--- config.mk ---
export PLATFORM = sky130hd
export DESIGN_NAME = char_stream_tokenizer
export DESIGN_NICKNAME = d
export VERILOG_FILES = /design/src/sv/cst_pkg.sv /design/src/sv/cst_front.sv /design/src/sv/cst_queue.sv /design/src/sv/cst_back.sv /design/src/sv/char_stream_tokenizer.sv
export SDC_FILE = /design/constraint.sdc
export NUM_CORES = 1
export LEC_CHECK = 0
export BUFFER_PORTS_ARGS = -buffer_cell sky130_fd_sc_hd__buf_2
export CORE_AREA = 5 5 331 333
export DETAILED_ROUTE_END_ITERATION = 10
export DIE_AREA = 0 0 336 338
export HOLD_SLACK_MARGIN = 0.12
export PLACE_DENSITY = 0.61
export SYNTH_ARGS = -nofsm -noshare
export SYNTH_HDL_FRONTEND = slang
export SYNTH_SLANG_ARGS = --single-unit
--- constraint.sdc ---
create_clock -name aclk -period 24 [get_ports aclk]
set_input_delay 4.8 -clock aclk [delete_from_list [all_inputs] [get_ports aclk]]
set_output_delay 4.8 -clock aclk [all_outputs]
set_load 0.01 [all_outputs]
--- src/sv/cst_pkg.sv ---
`default_nettype none

package cst_pkg;

    typedef enum logic [1:0] {
        KIND_PLUS    = 2'd0,
        KIND_SEMI    = 2'd1,
        KIND_INT     = 2'd2,
        KIND_INVALID = 2'd3
    } kind_t;

    // up to two tokens are written per transaction, the second only with the first
    typedef struct packed {
        logic push_a;
        logic push_b;
    } push_t;

    localparam int QUEUE_DEPTH = 4;

endpackage

`default_nettype wire

--- src/sv/cst_front.sv ---
`default_nettype none

module cst_front #(
    parameter  int OFFSET_BITS = 24,
    parameter  int LINE_BITS   = 20,
    parameter  int COLUMN_BITS = 16,
    localparam int TOK_W       = 3 + LINE_BITS + 2 * COLUMN_BITS + 3 * OFFSET_BITS
) (
    input  wire logic             aclk,
    input  wire logic             aresetn,
    input  wire logic             s_valid,
    output      logic             s_ready,
    input  wire logic [7:0]       s_ch,
    input  wire logic             s_end_of_text,
    input  wire logic             room,
    output      cst_pkg::push_t   push,
    output      logic [TOK_W-1:0] tok_a,
    output      logic [TOK_W-1:0] tok_b
);

    localparam logic [7:0] CH_PLUS  = 8'h2B;
    localparam logic [7:0] CH_SEMI  = 8'h3B;
    localparam logic [7:0] CH_STAR  = 8'h2A;
    localparam logic [7:0] CH_SLASH = 8'h2F;
    localparam logic [7:0] CH_NL    = 8'h0A;

    typedef enum logic [2:0] {
        MODE_NORMAL = 3'd0,
        MODE_SLASH  = 3'd1,
        MODE_LINE   = 3'd2,
        MODE_BLOCK  = 3'd3,
        MODE_BSTAR  = 3'd4,
        MODE_INT    = 3'd5
    } mode_t;

    typedef struct packed {
        cst_pkg::kind_t         kind;
        logic [LINE_BITS-1:0]   start_line;
        logic [COLUMN_BITS-1:0] start_column;
        logic [OFFSET_BITS-1:0] start_offset;
        logic [OFFSET_BITS-1:0] line_start_offset;
        logic [COLUMN_BITS-1:0] end_column;
        logic [OFFSET_BITS-1:0] end_offset;
        logic                   run_last;
    } tok_t;

    mode_t                  mode_reg, mode_next;
    logic [LINE_BITS-1:0]   cur_line_reg, cur_line_next;
    logic [COLUMN_BITS-1:0] cur_col_reg, cur_col_next;
    logic [OFFSET_BITS-1:0] cur_off_reg, cur_off_next;
    logic [OFFSET_BITS-1:0] cur_ls_reg, cur_ls_next;
    logic [LINE_BITS-1:0]   tok_line_reg, tok_line_next;
    logic [COLUMN_BITS-1:0] tok_col_reg, tok_col_next;
    logic [OFFSET_BITS-1:0] tok_off_reg, tok_off_next;
    logic [OFFSET_BITS-1:0] tok_ls_reg, tok_ls_next;

    logic           accept;
    logic           nl;
    logic           is_space;
    logic           is_digit;
    logic           scan;
    logic           pend;
    logic           scan_emit;
    logic           eot_emit;
    cst_pkg::kind_t pend_kind;
    cst_pkg::kind_t scan_kind;
    cst_pkg::kind_t eot_kind;
    tok_t           t_pend, t_scan, t_eot, t_a, t_b;

    assign s_ready = room;
    assign accept  = s_valid && room;

    always_comb begin
        nl       = (s_ch == CH_NL);
        is_space = s_ch inside {8'h20, 8'h09, 8'h0A, 8'h0D, 8'h0B, 8'h0C};
        is_digit = s_ch inside {[8'h30:8'h39]};

        // one saturating position step per character
        cur_off_next  = (&cur_off_reg) ? cur_off_reg : cur_off_reg + OFFSET_BITS'(1);
        cur_line_next = cur_line_reg;
        cur_ls_next   = cur_ls_reg;
        if (nl) begin
            if (!(&cur_line_reg)) begin
                cur_line_next = cur_line_reg + LINE_BITS'(1);
            end
            cur_col_next = COLUMN_BITS'(1);
            cur_ls_next  = cur_off_next;
        end else begin
            cur_col_next = (&cur_col_reg) ? cur_col_reg : cur_col_reg + COLUMN_BITS'(1);
        end

        mode_next    = mode_reg;
        scan         = 1'b0;
        pend         = 1'b0;
        pend_kind    = cst_pkg::KIND_INVALID;
        case (mode_reg)
            MODE_SLASH: begin
                if (s_ch == CH_SLASH) begin
                    mode_next = MODE_LINE;
                end else if (s_ch == CH_STAR) begin
                    mode_next = MODE_BLOCK;
                end else begin
                    pend = 1'b1;
                    scan = 1'b1;
                end
            end
            MODE_INT: begin
                if (!is_digit) begin
                    pend      = 1'b1;
                    pend_kind = cst_pkg::KIND_INT;
                    scan      = 1'b1;
                end
            end
            MODE_LINE: begin
                if (nl) begin
                    mode_next = MODE_NORMAL;
                end
            end
            MODE_BLOCK: begin
                if (s_ch == CH_STAR) begin
                    mode_next = MODE_BSTAR;
                end
            end
            MODE_BSTAR: begin
                if (s_ch == CH_SLASH) begin
                    mode_next = MODE_NORMAL;
                end else if (s_ch != CH_STAR) begin
                    mode_next = MODE_BLOCK;
                end
            end
            default: begin
                scan = 1'b1;
            end
        endcase

        tok_line_next = tok_line_reg;
        tok_col_next  = tok_col_reg;
        tok_off_next  = tok_off_reg;
        tok_ls_next   = tok_ls_reg;
        scan_emit     = 1'b0;
        scan_kind     = cst_pkg::KIND_INVALID;
        if (scan) begin
            mode_next = MODE_NORMAL;
            if (!is_space) begin
                tok_line_next = cur_line_reg;
                tok_col_next  = cur_col_reg;
                tok_off_next  = cur_off_reg;
                tok_ls_next   = cur_ls_reg;
                if (s_ch == CH_SLASH) begin
                    mode_next = MODE_SLASH;
                end else if (is_digit) begin
                    mode_next = MODE_INT;
                end else begin
                    scan_emit = 1'b1;
                    if (s_ch == CH_PLUS) begin
                        scan_kind = cst_pkg::KIND_PLUS;
                    end else if (s_ch == CH_SEMI) begin
                        scan_kind = cst_pkg::KIND_SEMI;
                    end
                end
            end
        end

        // end of text flushes a pending integer or slash
        eot_emit = s_end_of_text && (mode_next == MODE_INT || mode_next == MODE_SLASH);
        eot_kind = (mode_next == MODE_INT) ? cst_pkg::KIND_INT : cst_pkg::KIND_INVALID;

        t_pend = '{kind: pend_kind, start_line: tok_line_reg, start_column: tok_col_reg,
                   start_offset: tok_off_reg, line_start_offset: tok_ls_reg,
                   end_column: cur_col_reg, end_offset: cur_off_reg, run_last: 1'b0};
        t_scan = '{kind: scan_kind, start_line: cur_line_reg, start_column: cur_col_reg,
                   start_offset: cur_off_reg, line_start_offset: cur_ls_reg,
                   end_column: cur_col_next, end_offset: cur_off_next, run_last: 1'b0};
        t_eot  = '{kind: eot_kind, start_line: tok_line_next, start_column: tok_col_next,
                   start_offset: tok_off_next, line_start_offset: tok_ls_next,
                   end_column: cur_col_next, end_offset: cur_off_next, run_last: 1'b0};

        push.push_a = accept && (pend || scan_emit || eot_emit);
        push.push_b = accept && pend && (scan_emit || eot_emit);
        t_b          = scan_emit ? t_scan : t_eot;
        t_b.run_last = 1'b1;
        t_a          = pend ? t_pend : t_b;
        t_a.run_last = !(pend && (scan_emit || eot_emit));
        tok_a        = t_a;
        tok_b        = t_b;
    end

    always_ff @(posedge aclk) begin
        if (!aresetn || (accept && s_end_of_text)) begin
            mode_reg     <= MODE_NORMAL;
            cur_line_reg <= LINE_BITS'(1);
            cur_col_reg  <= COLUMN_BITS'(1);
            cur_off_reg  <= '0;
            cur_ls_reg   <= '0;
            tok_line_reg <= LINE_BITS'(1);
            tok_col_reg  <= COLUMN_BITS'(1);
            tok_off_reg  <= '0;
            tok_ls_reg   <= '0;
        end else if (accept) begin
            mode_reg     <= mode_next;
            cur_line_reg <= cur_line_next;
            cur_col_reg  <= cur_col_next;
            cur_off_reg  <= cur_off_next;
            cur_ls_reg   <= cur_ls_next;
            tok_line_reg <= tok_line_next;
            tok_col_reg  <= tok_col_next;
            tok_off_reg  <= tok_off_next;
            tok_ls_reg   <= tok_ls_next;
        end
    end

endmodule

`default_nettype wire

--- src/sv/cst_queue.sv ---
`default_nettype none

module cst_queue #(
    parameter int TOK_W = 8
) (
    input  wire logic             aclk,
    input  wire logic             aresetn,
    input  wire cst_pkg::push_t   push,
    input  wire logic [TOK_W-1:0] tok_a,
    input  wire logic [TOK_W-1:0] tok_b,
    output      logic             room,
    output      logic             head_valid,
    output      logic [TOK_W-1:0] head_tok,
    input  wire logic             pop
);

    localparam int PTR_W = $clog2(cst_pkg::QUEUE_DEPTH);
    localparam int CNT_W = $clog2(cst_pkg::QUEUE_DEPTH + 1);

    logic [TOK_W-1:0] entry_reg [cst_pkg::QUEUE_DEPTH];
    logic [PTR_W-1:0] wr_ptr_reg, wr_ptr_next;
    logic [PTR_W-1:0] rd_ptr_reg, rd_ptr_next;
    logic [CNT_W-1:0] count_reg, count_next;
    logic [1:0]       n_push;
    logic             do_pop;

    always_comb begin
        n_push      = {1'b0, push.push_a} + {1'b0, push.push_b};
        do_pop      = pop && (count_reg != '0);
        wr_ptr_next = wr_ptr_reg + PTR_W'(n_push);
        rd_ptr_next = rd_ptr_reg + PTR_W'(do_pop);
        count_next  = count_reg + CNT_W'(n_push) - CNT_W'(do_pop);
    end

    // room for the worst case of two tokens from one transaction
    assign room       = (count_reg <= CNT_W'(cst_pkg::QUEUE_DEPTH - 2));
    assign head_valid = (count_reg != '0);
    assign head_tok   = entry_reg[rd_ptr_reg];

    always_ff @(posedge aclk) begin
        if (!aresetn) begin
            wr_ptr_reg <= '0;
            rd_ptr_reg <= '0;
            count_reg  <= '0;
        end else begin
            wr_ptr_reg <= wr_ptr_next;
            rd_ptr_reg <= rd_ptr_next;
            count_reg  <= count_next;
        end
    end

    always_ff @(posedge aclk) begin
        if (push.push_a) begin
            entry_reg[wr_ptr_reg] <= tok_a;
        end
        if (push.push_b) begin
            entry_reg[wr_ptr_reg + PTR_W'(1)] <= tok_b;
        end
    end

endmodule

`default_nettype wire

--- src/sv/cst_back.sv ---
`default_nettype none

module cst_back #(
    parameter  int OFFSET_BITS = 24,
    parameter  int LINE_BITS   = 20,
    parameter  int COLUMN_BITS = 16,
    localparam int TOK_W       = 3 + LINE_BITS + 2 * COLUMN_BITS + 3 * OFFSET_BITS
) (
    input  wire logic                   aclk,
    input  wire logic                   aresetn,
    input  wire logic                   head_valid,
    input  wire logic [TOK_W-1:0]       head_tok,
    output      logic                   pop,
    output      logic                   m_valid,
    input  wire logic                   m_ready,
    output      logic [1:0]             m_token_kind,
    output      logic [LINE_BITS-1:0]   m_start_line,
    output      logic [COLUMN_BITS-1:0] m_start_column,
    output      logic [OFFSET_BITS-1:0] m_start_offset,
    output      logic [OFFSET_BITS-1:0] m_line_start_offset,
    output      logic [COLUMN_BITS-1:0] m_end_column,
    output      logic [OFFSET_BITS-1:0] m_end_offset,
    output      logic                   m_run_last
);

    typedef struct packed {
        cst_pkg::kind_t         kind;
        logic [LINE_BITS-1:0]   start_line;
        logic [COLUMN_BITS-1:0] start_column;
        logic [OFFSET_BITS-1:0] start_offset;
        logic [OFFSET_BITS-1:0] line_start_offset;
        logic [COLUMN_BITS-1:0] end_column;
        logic [OFFSET_BITS-1:0] end_offset;
        logic                   run_last;
    } tok_t;

    logic valid_reg;
    tok_t out_reg;

    // refill the output register whenever it is empty or being taken
    assign pop = head_valid && (!valid_reg || m_ready);

    always_ff @(posedge aclk) begin
        if (!aresetn) begin
            valid_reg <= 1'b0;
        end else if (!valid_reg || m_ready) begin
            valid_reg <= head_valid;
        end
    end

    always_ff @(posedge aclk) begin
        if (pop) begin
            out_reg <= tok_t'(head_tok);
        end
    end

    assign m_valid             = valid_reg;
    assign m_token_kind        = out_reg.kind;
    assign m_start_line        = out_reg.start_line;
    assign m_start_column      = out_reg.start_column;
    assign m_start_offset      = out_reg.start_offset;
    assign m_line_start_offset = out_reg.line_start_offset;
    assign m_end_column        = out_reg.end_column;
    assign m_end_offset        = out_reg.end_offset;
    assign m_run_last          = out_reg.run_last;

endmodule

`default_nettype wire

--- src/sv/char_stream_tokenizer.sv ---
// a token is queued, then registered at the output; one character is taken per cycle while
// s_ready is high, and tokens leave one per cycle through a four-entry queue while m_ready
// is high; a character that closes an integer or slash adds two entries if it is itself a
// one-character token or starts an integer or slash at end of text; the input stalls while
// fewer than two queue entries are free; reset: synchronous active-low aresetn empties the
// queue and returns to line 1, column 1, offset 0; a queued end of text resets the position
`default_nettype none

module char_stream_tokenizer #(
    parameter int OFFSET_BITS = 24,
    parameter int LINE_BITS   = 20,
    parameter int COLUMN_BITS = 16
) (
    input  wire logic                   aclk,
    input  wire logic                   aresetn,
    input  wire logic                   s_valid,
    output      logic                   s_ready,
    input  wire logic [7:0]             s_ch,
    input  wire logic                   s_end_of_text,
    output      logic                   m_valid,
    input  wire logic                   m_ready,
    output      logic [1:0]             m_token_kind,
    output      logic [LINE_BITS-1:0]   m_start_line,
    output      logic [COLUMN_BITS-1:0] m_start_column,
    output      logic [OFFSET_BITS-1:0] m_start_offset,
    output      logic [OFFSET_BITS-1:0] m_line_start_offset,
    output      logic [COLUMN_BITS-1:0] m_end_column,
    output      logic [OFFSET_BITS-1:0] m_end_offset,
    output      logic                   m_run_last
);

    localparam int TOK_W = 3 + LINE_BITS + 2 * COLUMN_BITS + 3 * OFFSET_BITS;

    cst_pkg::push_t   push;
    logic [TOK_W-1:0] tok_a;
    logic [TOK_W-1:0] tok_b;
    logic             room;
    logic             head_valid;
    logic [TOK_W-1:0] head_tok;
    logic             pop;

    cst_front #(
        .OFFSET_BITS (OFFSET_BITS),
        .LINE_BITS   (LINE_BITS),
        .COLUMN_BITS (COLUMN_BITS)
    ) u_front (
        .aclk          (aclk),
        .aresetn       (aresetn),
        .s_valid       (s_valid),
        .s_ready       (s_ready),
        .s_ch          (s_ch),
        .s_end_of_text (s_end_of_text),
        .room          (room),
        .push          (push),
        .tok_a         (tok_a),
        .tok_b         (tok_b)
    );

    cst_queue #(
        .TOK_W (TOK_W)
    ) u_queue (
        .aclk       (aclk),
        .aresetn    (aresetn),
        .push       (push),
        .tok_a      (tok_a),
        .tok_b      (tok_b),
        .room       (room),
        .head_valid (head_valid),
        .head_tok   (head_tok),
        .pop        (pop)
    );

    cst_back #(
        .OFFSET_BITS (OFFSET_BITS),
        .LINE_BITS   (LINE_BITS),
        .COLUMN_BITS (COLUMN_BITS)
    ) u_back (
        .aclk                (aclk),
        .aresetn             (aresetn),
        .head_valid          (head_valid),
        .head_tok            (head_tok),
        .pop                 (pop),
        .m_valid             (m_valid),
        .m_ready             (m_ready),
        .m_token_kind        (m_token_kind),
        .m_start_line        (m_start_line),
        .m_start_column      (m_start_column),
        .m_start_offset      (m_start_offset),
        .m_line_start_offset (m_line_start_offset),
        .m_end_column        (m_end_column),
        .m_end_offset        (m_end_offset),
        .m_run_last          (m_run_last)
    );

endmodule

`default_nettype wire

==> summary.txt, run 1 <==
Detailed routing
  • Post-DRT Antenna Nets: 0
  • DR vias: 25600
  • First DRT Iteration DRCs: 3143
  • Via/cell ratio: between 6 and 7
  • Routed wire per std cell: approximately 26 um
  • Drt drc: 0
  • Drt pass-1 iters: 6
  • Final wirelength: 109000 um

Synthesis
  • Yosys warns: 0
  • Avg Inst Size Synth: 13.2 um2
  • Top-count cell post-synth: edfxtp_1
  • Synth top area share: between 50% and 60%
  • Synth Register Bits: between 800 and 900
  • Synth area leader: edfxtp_1
  • Cells after synthesis: 2790
  • Top cells by count, synth: 631 x edfxtp_1, 339 x a32o_1, 273 x nand2_1, 238 x clkbuf_1, 183 x dfxtp_1
  • Ys async rst share: 0%
  • Mapped Nets: 2813
  • Post-synth top flop: edfxtp_1
  • EDFF count, synth: 631
  • Synth cell types: 64
  • Largest cells by area after synthesis: edfxtp_1 51%, dfxtp_1 9.9%, a32o_1 9.2%
  • Post-Syn Area: between 0.03 and 0.04 mm2
  • Sequential area share after synthesis: 61.3%

Clock tree
  • Clock Latency Late Sink: 0.65 ns
  • Post-CTS setup buffer count: 0
  • CTS tree: yes
  • Clock sinks: 814
  • Root Buffer Master: clkbuf_16
  • Post_cts resized: 0
  • CTS buffer count: 84
  • CTS Buffer Depth: 3
  • Hold_buf cts: 0
  • Htree depth: 3
  • Clock-pin slew of the registers on the worst-case setup and hold paths: 0.06 ns

Critical path
  • Most frequent cell on the critical path: buf_4
  • CP max stage delay: 0.88 ns
  • RR Startpoint: u_front.mode_reg[0]$_SDFFE_PP0P_
  • Crit path launch type: primary input
  • Slowest cell on crit path: buf_4
  • Worst r2r path cells: 10
  • Worst setup endpoint: u_queue.entry_reg[3][82]$_DFFE_PP_
  • WP data arrival: 10.37 ns
  • Crit-path cells: buf_2, nor3b_1, a311o_1, a32oi_1, a311oi_2, a32oi_4, buf_4, maj3_1, nor2_4, buf_4, buf_4
  • CP startpoint: s_ch[5]
  • Crit Path Max Fanout: 56
  • Worst EP required: 24.25 ns
  • Setup crit end kind: register
  • Flop-to-flop setup slack: 18.22 ns
  • Worst reg2reg path endpoint: u_queue.entry_reg[3][82]$_DFFE_PP_
  • WS Path Type: primary input to register

Global route
  • Largest net degree at the start of global routing: 118
  • Initial antenna violation count: 4
  • GRT Total Usage: a little under a fifth
  • First-pass GRT wire length: 162000 um
  • GRT overflow: 0
  • Vias in the first global route: roughly 25000

STA
  • Tmin final: just over 10 ns
  • Slew margin rel.: 11.1%
  • Fin Clk Skew: 0.0301 ns
  • Unrepaired setup endpoints after global routing: no
  • Worst-margin pin slew: roughly 1.3 ns
  • Slew Viols, Final: 0
  • FMAX: 98.8 MHz
  • Worst setup margin: around 14 ns
  • Finish-stage setup viols: 0
  • Setup TNS: 0 ns
  • Final hold vios: 0
  • Final period util: 42.2%

Power
  • Sw Pwr: 0.00141 W
  • Max VDD drop: 0.000102 V
  • Switching Fraction: 31.9%
  • Reg power frac: 44.8%
  • Comb power frac: 24.3%
  • Leak pwr: 12.6 nW
  • Internal power: 0.00300 W
  • Power Density: 106 mW/mm2
  • Clock power frac: 31.0%

Floorplan
  • Initial Util: a little over a third
  • Core region area: 0.106 mm2
  • Die area: 0.114 mm2
  • Num rows: 120
  • Die Ht: roughly 340 um
  • I/O Pins: 142
  • Die W: 336 um

Finish
  • Share of layout cells above drive strength 1: 17.6%
  • Largest register FFs: about 500
  • Fin nets: 2773
  • P&R area growth vs syn: 12.7%

Status
  • Status: finished, final reports clean

Place
  • HPWL Detailed: 60400 um
  • PortBufs: between 100 and 150
  • Placer congestion estimate: between 0.8 and 0.9
  • Setup WS pre-CTS: 13.30 ns

Run
  • Max_cap viols: 0

Worst hold path
  • Hold Path Depth: 2
  • HP Class: register to register
worst min path at each step:
stage | slack (ns) | to | from
CTS | 0.47 | u_queue.entry_reg[3][0]$_SDFFE_PP1N_ | u_queue.entry_reg[3][0]$_SDFFE_PP1N_
detailed placement | 0.46 | u_queue.entry_reg[3][0]$_SDFFE_PP1N_ | u_queue.entry_reg[3][0]$_SDFFE_PP1N_
global route | 0.49 | u_queue.entry_reg[1][0]$_SDFFE_PP1N_ | u_queue.entry_reg[1][0]$_SDFFE_PP1N_
finish | 0.48 | u_queue.entry_reg[3][0]$_SDFFE_PP1N_ | u_queue.entry_reg[3][0]$_SDFFE_PP1N_
floorplan | 0.44 | u_queue.entry_reg[1][0]$_SDFFE_PP1N_ | u_queue.entry_reg[1][0]$_SDFFE_PP1N_
global placement | 0.46 | u_queue.entry_reg[1][0]$_SDFFE_PP1N_ | u_queue.entry_reg[1][0]$_SDFFE_PP1N_
cell families after synthesis:
| kind of cell | Yosys count | synth area share [%] |
|---|---|---|
| simple gates | 613 | 7.71 |
| compound gates | 823 | 17.8 |
| mux | 132 | 7.89 |
| buf+inv | 347 | 3.74 |
| fa+ha+maj | 11 | 0.387 |
| flops | 814 | 61.3 |
| xor+xnor | 50 | 1.19 |
power groups by stage:
stage	clock network (W)	registers, W	logic, W
after floorplan	0	0.00204	0.000597
after global placement	0	0.00200	0.00109
after detailed placement	0	0.00201	0.00109
after CTS	0.00139	0.00198	0.00109
after global routing	0.00145	0.00200	0.00115
final	0.00136	0.00197	0.00107
through the flow:
stage | hold WS [ns] | utilization [%] | instance area [um2] | total power, W | cells
floorplan | 0.436 | - | 36900 | 0.00264 | 2790
global placement | 0.459 | 36.4 | 38700 | 0.00309 | 4067
detailed placement | 0.460 | 36.4 | 38700 | 0.00309 | 4067
CTS | 0.473 | 39.1 | 41600 | 0.00446 | 4224
global route | 0.494 | 39.1 | 41600 | 0.00460 | 4224
finish | 0.476 | 39.1 | 41600 | 0.00441 | 4225
per-layer routing:
layer / track usage [%] / part of all wire, % / up-vias
met4: 5.52 / 2.5 / 0
met3: 4.06 / 9.8 / 169
met1: 26.3 / 42 / 12900
met5: 0 / 0 / -
li1: - / - / 11200
met2: 28.9 / 46 / 1374
cell type report:
| class | count | area, um2 |
|---|---|---|
| tap | 1403 | 1760 |
| timing repair buffer | 202 | 1180 |
| sequential | 814 | 22600 |
| clock buffer | 122 | 2490 |
| clock inverter | 35 | 390 |
| multi-input combinational | 1629 | 13000 |
| fill | 9978 | 64700 |
| inverter | 19 | 76.3 |
| antenna | 1 | 2.50 |
critical path, delay by kind of cell:
kind / cells / cell delay, ns
buffers and inverters: 4 / 2.13
adder cells (fa/ha/maj): 1 / 0.51
AND/OR/NAND/NOR: 2 / 1.50
AO/OA/AOI/OAI: 4 / 1.32
cell usage in the layout, fill, tap and decap left out, drive strengths merged, types with 5 or more instances in the layout:
cell    synthesis  final
a211oi         29     29
a21o           17     17
a21oi         161    161
a22o           73     73
a31oi          34     34
a32o          339    339
and2           14     14
and3           18     18
buf            90    202
bufinv          0      7
clkbuf        238    122
clkinv          1     21
dfxtp         183    183
edfxtp        631    631
ha              9      9
inv            18     23
mux2i           5      5
mux4          127    127
nand2         273    273
nand3          54     54
nand4          16     16
nor2           98     98
nor3           46     46
nor4           21     21
o21a           19     19
o21ai          81     81
o311ai         16     16
o31ai          23     23
or3            29     29
or4            18     18
xnor2          38     38
xor2           12     12
Power figures use the tool's default switching activity.
==> run 2: changes to the inputs <==
--- a/config.mk
+++ b/config.mk
@@ -5,10 +5,11 @@
 export SDC_FILE = /design/constraint.sdc
 export NUM_CORES = 1
 export LEC_CHECK = 0
+export ABC_AREA = 1
 export BUFFER_PORTS_ARGS = -buffer_cell sky130_fd_sc_hd__buf_2
-export CORE_AREA = 5 5 331 333
+export CORE_AREA = 5 5 343 345
 export DETAILED_ROUTE_END_ITERATION = 10
-export DIE_AREA = 0 0 336 338
+export DIE_AREA = 0 0 348 350
 export HOLD_SLACK_MARGIN = 0.12
 export PLACE_DENSITY = 0.61
 export SYNTH_ARGS = -nofsm -noshare
==> constraint.sdc (replaced) <==
create_clock -name aclk -period 10.5 [get_ports aclk]
set_input_delay 2.1 -clock aclk [delete_from_list [all_inputs] [get_ports aclk]]
set_output_delay 2.1 -clock aclk [all_outputs]
set_load 0.01 [all_outputs]
==> run 2 against run 1 <==
- power rose to 2.7 times the previous value
- sequential share of layout area fell by 3.0 points
- critical endpoint is now u_queue.entry_reg[0][91]$_DFFE_PP_
- core utilization fell by 0.45 points
- flip-flop and latch count did not move
- sequential power rose by 140%
- largest power group unchanged
- critical path depth rose by 4
- clock-buffer cell count rose by 20
- area after synthesis rose by 7.5%
- largest cell class unchanged
- combinational power rose to 3.8 times the previous value
- hold slack improved by 0.0063 ns
- via count rose by 29%
- routed wire length rose by 13%
==> summary.txt, run 2 <==
Clock tree
  • CTS Buffer Depth: 3 (unchanged)
  • Clock-pin slew of the registers on the worst-case setup and hold paths: 0.06 ns (about the same)
  • Post_cts resized: 0 (unchanged)
  • Hold_buf cts: 0 (unchanged)
  • CTS tree: yes
  • CTS buffer count: 88 (+4.8%)
  • Htree depth: 3 (unchanged)
  • Root Buffer Master: clkbuf_16
  • Clock Latency Late Sink: 0.66 ns (about the same)
  • Post-CTS setup buffer count: 0 (unchanged)
  • Clock sinks: 814 (unchanged)

Finish
  • Most frequent cells in the layout: 786 x o21ai_0, 631 x edfxtp_1, 613 x nand2_1, 540 x nand3_1, 347 x inv_1
  • Largest register FFs: 508 (unchanged)
  • Leading cell type in the layout, fill and taps excluded: o21ai_0
  • Ant diodes: 0 (-1)
  • Share of layout cells above drive strength 1: 8.26% (-9.3 points)
  • Design Area, Final: 0.0440 mm2 (+5.9%)
  • P&R area growth vs syn: 11.0%
  • Final cell count without fillers: 5969 (+41%)
  • Fin nets: 4405 (+59%)
  • Fillers: 11300 (+14%)

Synthesis
  • Synth Register Bits: 814 (unchanged)
  • Top-count cell post-synth: o21ai_0
  • Main combinational cell family by area after synthesis: compound AO/OA/AOI/OAI gates
  • Post-synth top flop: edfxtp_1
  • Post-Syn Area: 0.0396 mm2 (+7.5%)
  • Sequential area share after synthesis: 57.0% (-4.3 points)
  • Complex-gate fraction of the synthesized area: 17.4% (-0.38 points)
  • Adder-Cell Fraction of Synth Area: 0.335% (-0.052 points)
  • Mapped Nets: 4484 (+59%)
  • EDFF count, synth: 631 (unchanged)
  • Post-synthesis simple-gate area fraction: 17.1% (+9.4 points)
  • Ys async rst share: 0% (unchanged)
  • Synth cell types: 45 (-30%)
  • Synth top area share: 47.8% (-3.6 points)
  • Cells after synthesis: 4461 (+60%)
  • Top cells by count, synth: 786 x o21ai_0, 631 x edfxtp_1, 619 x nand2_1, 540 x nand3_1, 351 x inv_1
  • Yosys warns: 0 (unchanged)
  • Avg Inst Size Synth: 8.89 um2 (-33%)
  • Post-synthesis mux area share: 0.0505% (-7.8 points)
  • XOR/XNOR Fraction of Synth Area: 0.795% (-0.39 points)
  • Synth area leader: edfxtp_1
  • Largest cells by area after synthesis: edfxtp_1 48%, o21ai_0 9.9%, dfxtp_1 9.2%

Critical path
  • Crit Path Max Fanout: 221 (+290%)
  • Setup crit end kind: register
  • Buf/Inv on CP: 6 (+2)
  • RR Startpoint: u_front.mode_reg[1]$_SDFFE_PP0P_
  • Worst reg2reg path endpoint: u_queue.entry_reg[0][91]$_DFFE_PP_
  • Worst EP required: 10.77 ns (-13.48 ns)
  • Crit-path cells: buf_2, inv_2, nand2_1, nor2_4, nand2_2, nand3_2, nand2_8, inv_2, buf_4, nor2_1, a21boi_4, buf_12, nand2_1, nand2_4, buf_4
  • Slowest cell on crit path: buf_4
  • WS Path Type: primary input to register
  • Flop-to-flop setup slack: 5.38 ns (-12.84 ns)
  • Cell family with most CP delay: simple AND/OR/NAND/NOR gates
  • Worst r2r path cells: 13 (+3)
  • CP max stage delay: 0.87 ns (about the same)
  • Crit path launch type: primary input
  • WP data arrival: 6.51 ns (-3.86 ns)
  • CP startpoint: s_ch[6]

STA
  • Worst setup margin: 4.26 ns (-9.63 ns)
  • Unrepaired setup endpoints after global routing: no
  • Worst-margin pin slew: 1.13 ns (-0.198 ns)
  • Slew margin rel.: 25.0% (+14 points)
  • Slew Viols, Final: 0 (unchanged)
  • Final period util: 59.5%
  • Setup TNS: 0 ns (unchanged)
  • Final hold vios: 0 (unchanged)
  • Fin Clk Skew: 0.0302 ns (+0.000100 ns)
  • Tmin final: between 6 and 7 ns
  • FMAX: 160 MHz
  • Finish-stage setup viols: 0 (unchanged)

Floorplan
  • I/O Pins: 142 (unchanged)
  • Die W: 348 um (+3.6%)
  • Num rows: 124 (+3.3%)
  • Initial Util: 34.8% (+0.14 points)
  • Core region area: 0.114 mm2 (+7.1%)
  • Die area: 0.122 mm2 (+7.2%)
  • Die Ht: 350 um (+3.6%)

Worst hold path
  • Worst Hold Path EP: u_queue.entry_reg[0][0]$_SDFFE_PP1P_
  • HP Class: register to register
  • Hold Crit Start: u_queue.entry_reg[0][0]$_SDFFE_PP1P_
  • Hold Path Depth: 2 (unchanged)

Global route
  • GRT overflow: 0 (unchanged)
  • Initial antenna violation count: 3 (-1)
  • Largest net degree at the start of global routing: 245 (+110%)
  • GRT Total Usage: 19.5% (+0.95 points)
  • First-pass GRT wire length: 188000 um (+16%)
  • Vias in the first global route: 30500 (+24%)

Status
  • Status: finished, final reports clean

Place
  • HPWL Detailed: 67700 um (+12%)
  • Placer congestion estimate: 0.875 (+5.5%)
  • DP Cell Count: 5804 (+43%)
  • PortBufs: 141 (unchanged)
  • Setup WS pre-CTS: 3.52 ns (-9.79 ns)
  • Dpl cell area: 0.0412 mm2 (+6.6%)

Power
  • Leak pwr: 15.4 nW (+22%)
  • Power Density: 268 mW/mm2 (+150%)
  • Total chip power: 0.0118 W (+170%)
  • Max VDD drop: 0.000254 V (+150%)

Detailed routing
  • Via/cell ratio: 5.52 (-9.0%)
  • Drt pass-1 iters: 6 (unchanged)
  • First DRT Iteration DRCs: 3647 (+16%)
  • Final wirelength: 123000 um (+13%)
  • Routed wire per std cell: 20.7 um (-20%)
  • Post-DRT Antenna Nets: 0 (unchanged)
  • Drt drc: 0 (unchanged)
  • DR vias: 32900 (+29%)

Run
  • Max_cap viols: 0 (unchanged)
[run 2: cell families (layout without fill, tap and decap cells)]
family / after synthesis / count (layout)
XOR/XNOR: 36 / 36
buffers and inverters: 715 / 711
AO/OA/AOI/OAI: 1319 / 1319
flip-flops: 814 / 814
AND/OR/NAND/NOR: 1565 / 1565
multiplexers: 2 / 2
adder cells (fa/ha/maj): 10 / 10
[run 2: metrics by stage]
stage / hold WS [ns] / util [%]
finish: 0.483 / 38.6
global route: 0.506 / 38.6
CTS: 0.485 / 38.6
detailed placement: 0.466 / 36.2
global placement: 0.455 / 36.2
floorplan: 0.442 / -
[run 2: worst register-to-register path, stage by stage (launching register included)]
cell and delay [ns]:
dfxtp_1 0.33, inv_2 0.08, nand2_1 0.11, nor2_2 0.19, nand3_2 0.19, nand2_8 0.53
inv_2 0.08, buf_4 0.33, nor2_1 0.17, a21boi_4 0.22, buf_12 0.60, nand2_1 0.34
nand2_4 0.63, buf_4 0.88
[run 2: worst max path at each step]
stage / slack [ns] / cells past startpoint / endpoint
floorplan: 0.21 / 10 / u_queue.count_reg[2]$_SDFF_PN0_
global placement: 3.60 / 15 / u_queue.entry_reg[0][63]$_DFFE_PP_
detailed placement: 3.52 / 15 / u_queue.entry_reg[0][64]$_DFFE_PP_
CTS: 4.23 / 15 / u_queue.entry_reg[0][94]$_DFFE_PP_
global route: 3.92 / 15 / u_queue.entry_reg[0][30]$_DFFE_PP_
finish: 4.26 / 15 / u_queue.entry_reg[0][91]$_DFFE_PP_
[run 2: report_power, final]
part           leakage [nW]  switching, W  internal, W
logic                  6.86       0.00316     0.000861
clock network          1.34       0.00132      0.00172
registers              7.18      0.000286      0.00445
total                  15.4       0.00477      0.00703
[run 2: layer usage]
metal / track usage (%) / share of wire (%) / vias up
met5: 0 / 0 / -
met4: 5.61 / 2.2 / 0
met3: 3.74 / 9.1 / 197
met2: 31.5 / 46 / 1518
met1: 27.0 / 42 / 15800
li1: - / - / 15500
[run 2: final cells by class]
cell class,count,area [um2],area share [%]
inverters,367,1390,3.15
flip-flops and latches,814,22600,51.4
clock inverters,23,254,0.577
well taps,1512,1890,4.30
multi-input cells,2932,14300,32.5
repair buffers,179,1070,2.42
clock buffers,142,2510,5.69
